## config.mk

```make
export PLATFORM = sky130hd
export DESIGN_NAME = stable_priority_queue
export DESIGN_NICKNAME = d
export VERILOG_FILES = /design/src/rtl/spq_pkg.sv /design/src/rtl/spq_cell.sv /design/src/rtl/stable_priority_queue.sv
export SDC_FILE = /design/constraint.sdc
export NUM_CORES = 1
export LEC_CHECK = 0
export BUFFER_PORTS_ARGS = -buffer_cell sky130_fd_sc_hd__buf_2
export CAP_MARGIN = 20
export CORE_MARGIN = 4
export CORE_UTILIZATION = 57
export DETAILED_ROUTE_END_ITERATION = 10
export GPL_ROUTABILITY_DRIVEN = 0
export GPL_TIMING_DRIVEN = 0
export PLACE_DENSITY = 0.77
export SYNTH_ARGS = -nofsm -noshare
export SYNTH_HDL_FRONTEND = slang
export SYNTH_SLANG_ARGS = --single-unit
```

## constraint.sdc

```tcl
create_clock -name clk -period 4.6 [get_ports clk]
set_input_delay 0.23 -clock clk [delete_from_list [all_inputs] [get_ports clk]]
set_output_delay 0.23 -clock clk [all_outputs]
set_load 0.05 [all_outputs]
```

## src/rtl/spq_pkg.sv

```systemverilog
`timescale 1ns / 1ps

package spq_pkg;

  // default number of cells in the queue
  localparam int QUEUE_DEPTH_DEF = 16;

  localparam int PRIO_W = 8;
  localparam int TAG_W  = 16;
  localparam int OCC_W  = 5;

  // operation codes carried on the op field
  localparam logic OP_INSERT = 1'b0;
  localparam logic OP_REMOVE = 1'b1;

  typedef enum logic [1:0] {
    ST_OK    = 2'd0,
    ST_EMPTY = 2'd1,
    ST_FULL  = 2'd2
  } status_t;

  typedef struct packed {
    logic [PRIO_W-1:0] prio;
    logic [TAG_W-1:0]  tag;
  } entry_t;

  // broadcast to every cell in the chain
  typedef struct packed {
    logic   insert;
    logic   remove;
    entry_t new_entry;
  } cell_ctrl_t;

endpackage

```

## src/rtl/spq_cell.sv

```systemverilog
`timescale 1ns / 1ps

module spq_cell (
  input  logic               clk,
  input  spq_pkg::cell_ctrl_t ctrl,
  input  logic               occ,
  input  logic               left_occ,
  input  logic               left_gt,
  input  spq_pkg::entry_t    left_entry,
  input  spq_pkg::entry_t    right_entry,
  output spq_pkg::entry_t    entry,
  output spq_pkg::entry_t    entry_next,
  output logic               gt
);
  import spq_pkg::*;

  // new entry goes in front of this one only on strictly greater priority
  assign gt = occ && (entry.prio > ctrl.new_entry.prio);

  always_comb begin
    entry_next = entry;
    if (ctrl.insert) begin
      if (occ) begin
        if (gt) begin
          entry_next = left_gt ? left_entry : ctrl.new_entry;
        end
      end else if (left_occ) begin
        // first free cell: takes the shifted entry or the new one
        entry_next = left_gt ? left_entry : ctrl.new_entry;
      end
    end else if (ctrl.remove) begin
      entry_next = right_entry;
    end
  end

  always_ff @(posedge clk) begin
    entry <= entry_next;
  end

endmodule

```

## src/rtl/stable_priority_queue.sv

```systemverilog
`timescale 1ns / 1ps

// Bounded priority queue built as a row of QUEUE_DEPTH cells that stays sorted by
// priority, lowest number at cell 0. An insert is broadcast to all cells at once:
// every cell compares its own priority with the new one and either holds, takes
// its left neighbor's entry or takes the new entry, so ties leave in arrival
// order. A remove shifts every cell one place toward the head. Each accepted
// transfer passes through the cell row and gives exactly one result, which
// sits in an output register; a new transfer is taken in the same cycle as the
// previous result leaves, so the queue sustains one item per clock and only a
// stalled output holds it back. Remove on empty reports status 1, insert on full
// is dropped with status 2; neither changes the queue. Reset empties the queue.
module stable_priority_queue #(
  parameter int QUEUE_DEPTH = spq_pkg::QUEUE_DEPTH_DEF
) (
  input  logic        clk,
  input  logic        rst,
  input  logic        in_valid,
  output logic        in_ready,
  input  logic        op,
  input  logic [7:0]  new_priority,
  input  logic [15:0] new_tag,
  output logic        out_valid,
  input  logic        out_ready,
  output logic [1:0]  status,
  output logic [7:0]  removed_priority,
  output logic [15:0] removed_tag,
  output logic [7:0]  head_priority,
  output logic [15:0] head_tag,
  output logic        is_empty,
  output logic [4:0]  occupancy
);
  import spq_pkg::*;

  localparam int CW = $clog2(QUEUE_DEPTH + 1);

  // fill count; with out_valid, the only reset state of the queue
  logic [CW-1:0] count;
  logic [CW-1:0] count_next;

  logic in_xfer;
  logic do_insert;
  logic do_remove;
  logic is_full;

  cell_ctrl_t ctrl;

  entry_t entry_q   [QUEUE_DEPTH];
  entry_t entry_nx  [QUEUE_DEPTH];
  logic   cell_gt   [QUEUE_DEPTH];
  logic   cell_occ  [QUEUE_DEPTH];

  // output register
  status_t           result_status;
  entry_t            result_removed;
  entry_t            result_head;
  logic              result_empty;
  logic [OCC_W-1:0]  result_occ;

  status_t step_status;
  entry_t  step_removed;
  entry_t  step_head;

  // a new transfer is taken while the held result leaves
  assign in_ready = !out_valid || out_ready;
  assign in_xfer  = in_valid && in_ready;

  assign is_full   = (count == CW'(QUEUE_DEPTH));
  assign do_insert = in_xfer && (op == OP_INSERT) && !is_full;
  assign do_remove = in_xfer && (op == OP_REMOVE) && (count != '0);

  assign ctrl.insert         = do_insert;
  assign ctrl.remove         = do_remove;
  assign ctrl.new_entry.prio = new_priority;
  assign ctrl.new_entry.tag  = new_tag;

  // cell chain: left neighbor is toward the head, right toward the tail
  for (genvar i = 0; i < QUEUE_DEPTH; i++) begin : g_cell
    entry_t left_entry;
    entry_t right_entry;
    logic   left_gt;
    logic   left_occ;

    assign cell_occ[i] = (count > CW'(i));

    if (i == 0) begin : g_head
      // head cell: nothing to its left, always eligible for the new entry
      assign left_entry = '0;
      assign left_gt    = 1'b0;
      assign left_occ   = 1'b1;
    end else begin : g_body
      assign left_entry = entry_q[i-1];
      assign left_gt    = cell_gt[i-1];
      assign left_occ   = cell_occ[i-1];
    end

    if (i == QUEUE_DEPTH - 1) begin : g_tail
      // tail cell is past the count after a remove, contents unused
      assign right_entry = entry_q[i];
    end else begin : g_mid
      assign right_entry = entry_q[i+1];
    end

    spq_cell u_cell (
      .clk         (clk),
      .ctrl        (ctrl),
      .occ         (cell_occ[i]),
      .left_occ    (left_occ),
      .left_gt     (left_gt),
      .left_entry  (left_entry),
      .right_entry (right_entry),
      .entry       (entry_q[i]),
      .entry_next  (entry_nx[i]),
      .gt          (cell_gt[i])
    );
  end

  always_comb begin
    count_next = count;
    if (do_insert) begin
      count_next = count + CW'(1);
    end else if (do_remove) begin
      count_next = count - CW'(1);
    end
  end

  always_comb begin
    step_status = ST_OK;
    if (op == OP_REMOVE && count == '0) begin
      step_status = ST_EMPTY;
    end else if (op == OP_INSERT && is_full) begin
      step_status = ST_FULL;
    end
  end

  // removed entry is the old head; head after the step is the head cell's next value
  assign step_removed = do_remove ? entry_q[0] : '0;
  assign step_head    = (count_next != '0) ? entry_nx[0] : '0;

  always_ff @(posedge clk) begin
    if (rst) begin
      count     <= '0;
      out_valid <= 1'b0;
    end else begin
      count <= count_next;
      if (in_xfer) begin
        out_valid <= 1'b1;
      end else if (out_ready) begin
        out_valid <= 1'b0;
      end
    end
  end

  always_ff @(posedge clk) begin
    if (in_xfer) begin
      result_status  <= step_status;
      result_removed <= step_removed;
      result_head    <= step_head;
      result_empty   <= (count_next == '0);
      result_occ     <= OCC_W'(count_next);
    end
  end

  assign status           = result_status;
  assign removed_priority = result_removed.prio;
  assign removed_tag      = result_removed.tag;
  assign head_priority    = result_head.prio;
  assign head_tag         = result_head.tag;
  assign is_empty         = result_empty;
  assign occupancy        = result_occ;

  // fill count never runs past the cell row
  a_count_bound : assert property (@(posedge clk) disable iff (rst)
    count <= CW'(QUEUE_DEPTH))
    else $error("fill count above queue depth");

  // the two front cells stay in priority order
  a_sorted_front : assert property (@(posedge clk) disable iff (rst)
    (count >= CW'(2)) |-> (entry_q[0].prio <= entry_q[1].prio))
    else $error("head cells out of order");

  // a remove on an empty queue leaves it empty
  a_empty_remove : assert property (@(posedge clk) disable iff (rst)
    (in_xfer && op == OP_REMOVE && count == '0) |=> (count == '0))
    else $error("remove on empty changed the queue");

  // an accepted insert with room grows the queue by one
  a_insert_grow : assert property (@(posedge clk) disable iff (rst)
    (in_xfer && op == OP_INSERT && !is_full) |=> (count == $past(count) + CW'(1)))
    else $error("insert did not grow the queue");

endmodule
```

==> metrics.md <==
| Metric | Value |
|---|---|
| Unrepaired setup endpoints after global routing | `false` |
| Via count | `20200` |
| Psw | `4280 uW` |
| Gr ovfl total | `0` |
| Setup Skew | `18.8 ps` |
| Hold Path Class | `primary input to flop` |
| Number of synthesized flops with an enable pin | `416` |
| Worst-Skew Late Latency | `610 ps` |
| First-pass GRT wire length | `111 mm` |
| Clock root buffer | `clkbuf_16` |
| Initial antenna violation count | `3` |
| Yosys warning count | `0` |
| CP Cell Sequence | `clkbuf_1, clkbuf_1, inv_1, ha_1, nand4_1, or3b_2, a21oi_1, or4_1, clkbuf_1, clkbuf_1, a21oi_1, nor4b_1` |
| Slew HR | `23.7%` |
| Final hold vios | `0` |
| Setup TNS | `0 ps` |
| Post-DP HPWL | `52.8 mm` |
| Initial Util | `58.2%` |
| Filler cells | `3387` |
| Area Growth Syn to Fin | `11.8%` |
| Row cnt | `76` |
| Async S/R FF share, synth | `0%` |
| Cell Int Power | `8620 uW` |
| Reg-to-Reg Start | `count[0]` |
| Wirelength per Cell | `22.9 um` |
| Mapped Area | `25300 sq um` |
| First drt pass iteration count | `8` |
| Maximum vdd drop | `311 uV` |
| Worst Tran Pin Value | `1140 ps` |
| Full die area | `47800 sq um` |
| Syn nets | `2504` |
| Max cap viols | `0` |
| Distinct cells, synth | `62` |
| Vias per cell | `6.51` |
| Buf+Inv Stages, Crit Path | `5` |
| TritonCTS buffer count | `48` |
| Share of total power in combinational logic | `26.2%` |
| Synth area leader | `edfxtp_1` |
| Critical Path End | `head_priority[1]` |
| Crit-path slowest cell | `clkbuf_1` |
| Largest net degree at the start of global routing | `65` |
| Switching Fraction | `33.2%` |
| Critical Path Source Type | `primary input` |
| Worst-path clk slew | `60 ps` |
| Crit Path Class | `primary input to flop` |
| Achievable clock frequency | `226 MHz` |
| Final setup vio count | `0` |
| CTS tree | `built` |
| Flop2flop setup slack | `210 ps` |
| Die Span X | `219 um` |
| Critical Path AT | `4810 ps` |
| Post-synth top area share | `49.4%` |
| Clock power frac | `29.6%` |
| Share of cells above drive strength 1 | `9.37%` |
| Pre-CTS setup slack | `-460 ps` |
| Critical path capture point type | `flop` |
| Worst r2r dst | `g_cell[4].u_cell.entry[6]` |
| Synth Flop Type | `edfxtp_1` |
| Final max-slew violation count | `0` |
| CTS H-tree lvls | `2` |
| Status | `finished, final reports clean` |
| # IOs | `87` |
| Fin crit share | `96.3%` |
| Core outline area | `43500 sq um` |
| Share of the core filled with cells | `65.1%` |
| Fin Hold WS | `85.7 ps` |
| GR Util All Layers | `29.0%` |
| CP peak stage delay | `560 ps` |
| Fin crit period | `4430 ps` |
| Clock Path Buffers | `3` |
| Synth top area cells | `edfxtp_1, mux2i_1, ha_1` |
| Reg2Reg Depth | `10` |
| Drt drc | `0` |
| Syn Area/Cell | `10.8 sq um` |
| WP data required | `4980 ps` |
| Die H | `219 um` |
| Power Density | `456 nW/um^2` |
| Final WL | `71.3 mm` |
| Port bufs | `63` |
| Post-route ant nets | `0` |
| Register share of total power | `44.2%` |
| CP top delay family | `buffers and inverters` |
| Final Net Count | `2646` |
| Final WS setup | `169 ps` |
| Seq/Total Area, Yosys | `51.8%` |
| WP depth | `12` |
| Critical Path Start | `new_priority[3]` |
| CTS Sinks | `446` |
| Post-Synthesis Cells | `2341` |
| Yosys reg bits | `446` |
| Worst-path fanout max | `16` |
| Crit-path most repeated cell | `clkbuf_1` |
| Leak | `0.0123 uW` |
| Iter 0 DRT Violations | `2369` |
| Vias in the first global route | `20200` |
cell usage after synthesis, types with 5 or more instances:
| cell | n |
|---|---|
| o22ai_1 | 26 |
| nor3_1 | 6 |
| ha_1 | 134 |
| a21oi_1 | 105 |
| o22a_1 | 24 |
| buf_2 | 18 |
| o21a_1 | 30 |
| a21boi_0 | 6 |
| clkbuf_1 | 168 |
| dfxtp_1 | 30 |
| nor4b_1 | 25 |
| nor2b_1 | 28 |
| o31ai_2 | 6 |
| and3_1 | 40 |
| a31oi_1 | 9 |
| nor2_1 | 67 |
| o21ai_1 | 7 |
| inv_1 | 31 |
| o211ai_1 | 31 |
| mux2i_1 | 288 |
| nand3_1 | 9 |
| nor3b_1 | 25 |
| nand4_1 | 44 |
| a21o_1 | 16 |
| mux2_2 | 25 |
| edfxtp_1 | 416 |
| nand2_1 | 350 |
| and2_1 | 6 |
| o21ai_0 | 309 |
| buf_1 | 8 |
| nand2b_1 | 5 |
power groups by stage:
stage | clock network, uW | logic (uW) | registers (uW)
after floorplan | 0 | 2040 | 5970
after global placement | 0 | 3050 | 5780
after detailed placement | 0 | 3260 | 5770
after CTS | 3850 | 3290 | 5690
after global routing | 4030 | 3640 | 5750
final | 3820 | 3370 | 5700
per-layer routing:
metal  up-vias  wire length [um]  global-route usage, %
met4         4              2270                   10.2
li1       9042                 -                      -
met5         -                31                      0
met3       165              7150                   5.23
met2      1125             32400                   45.6
met1      9869             29400                   40.9
flip-flops by register name, indices dropped and copies added, names as in the netlist:
| register | cells |
|---|---|
| removed_priority | 8 |
| is_empty | 1 |
| g_cell.u_cell.entry | 384 |
| occupancy | 5 |
| removed_tag | 16 |
| head_tag | 16 |
| status | 2 |
| count | 5 |
| head_priority | 8 |
| out_valid | 1 |
cell families (layout without fill, tap and decap cells):
group	count (synthesis)	after routing	share of synthesized area, %
flip-flops	446	446	51.8
multiplexers	313	313	12.5
XOR/XNOR	4	4	0.139
adder cells (fa/ha/maj)	134	134	6.63
AND/OR/NAND/NOR	617	617	11.6
buffers and inverters	230	408	3.56
other	0	1	0
AO/OA/AOI/OAI	597	598	13.8
cell usage in the layout (no fill, tap or decap), types with 40 or more instances in the layout:
| cell type | netlist | layout |
|---|---|---|
| o21ai_0 | 309 | 308 |
| buf_2 | 18 | 81 |
| mux2i_1 | 288 | 288 |
| a21oi_1 | 105 | 96 |
| and3_1 | 40 | 40 |
| nand2_1 | 350 | 350 |
| ha_1 | 134 | 134 |
| nor2_1 | 67 | 66 |
| clkbuf_16 | 0 | 48 |
| clkbuf_1 | 168 | 185 |
| nand4_1 | 44 | 44 |
| edfxtp_1 | 416 | 416 |
worst min-delay path by stage:
stage / cells after the start / slack, ps / end / from
after floorplan: 1 / 300 / out_valid / rst
after global placement: 2 / 470 / out_valid / rst
after detailed placement: 2 / 470 / out_valid / rst
after CTS: 3 / 60 / g_cell[0].u_cell.entry[9] / new_tag[9]
after global routing: 3 / 100 / g_cell[0].u_cell.entry[11] / new_tag[11]
final: 3 / 90 / g_cell[0].u_cell.entry[9] / new_tag[9]
metrics by stage:
| stage | area [sq um] | std cells | total power [uW] |
|---|---|---|---|
| 2_1_floorplan | 25300 | 2341 | 8010 |
| 3_3_place_gp | 26400 | 2989 | 8820 |
| 3_5_place_dp | 26600 | 3002 | 9020 |
| 4_1_cts | 28100 | 3091 | 12800 |
| 5_1_grt | 28300 | 3106 | 13400 |
| 6_report | 28300 | 3106 | 12900 |
area by class of cell:
type,count,area (sq um),share of cell area [%]
multi-input cells,1666,11400,40.3
flip-flops and latches,446,13100,46.3
inverters,34,140,0.496
clock buffers,73,1360,4.79
plain buffers,196,776,2.74
clock inverters,14,153,0.540
well taps,585,732,2.59
repair buffers,91,621,2.19
diodes,1,2.50,0.00885
timing repair:
| action | CTS | global route |
|---|---|---|
| endpoints found under the setup margin | 74 | 83 |
| hold endpoints to repair | 6 | 0 |
| pin swaps | 1 | 0 |
| hold buffers | 2 | 0 |
| buffers inserted | 0 | 13 |
| gates resized for setup | 2 | 7 |
| gates cloned | 0 | 1 |
worst register-to-register path, stage by stage, from the launching register on:
cell	delay, ps
dfxtp_1	350
clkbuf_1	350
inv_1	190
ha_1	300
nand4bb_1	250
and3_1	200
clkbuf_1	580
clkbuf_1	460
clkbuf_1	610
a31oi_2	500
buf_6	320
No activity file was read; power rests on OpenSTA's default activity.
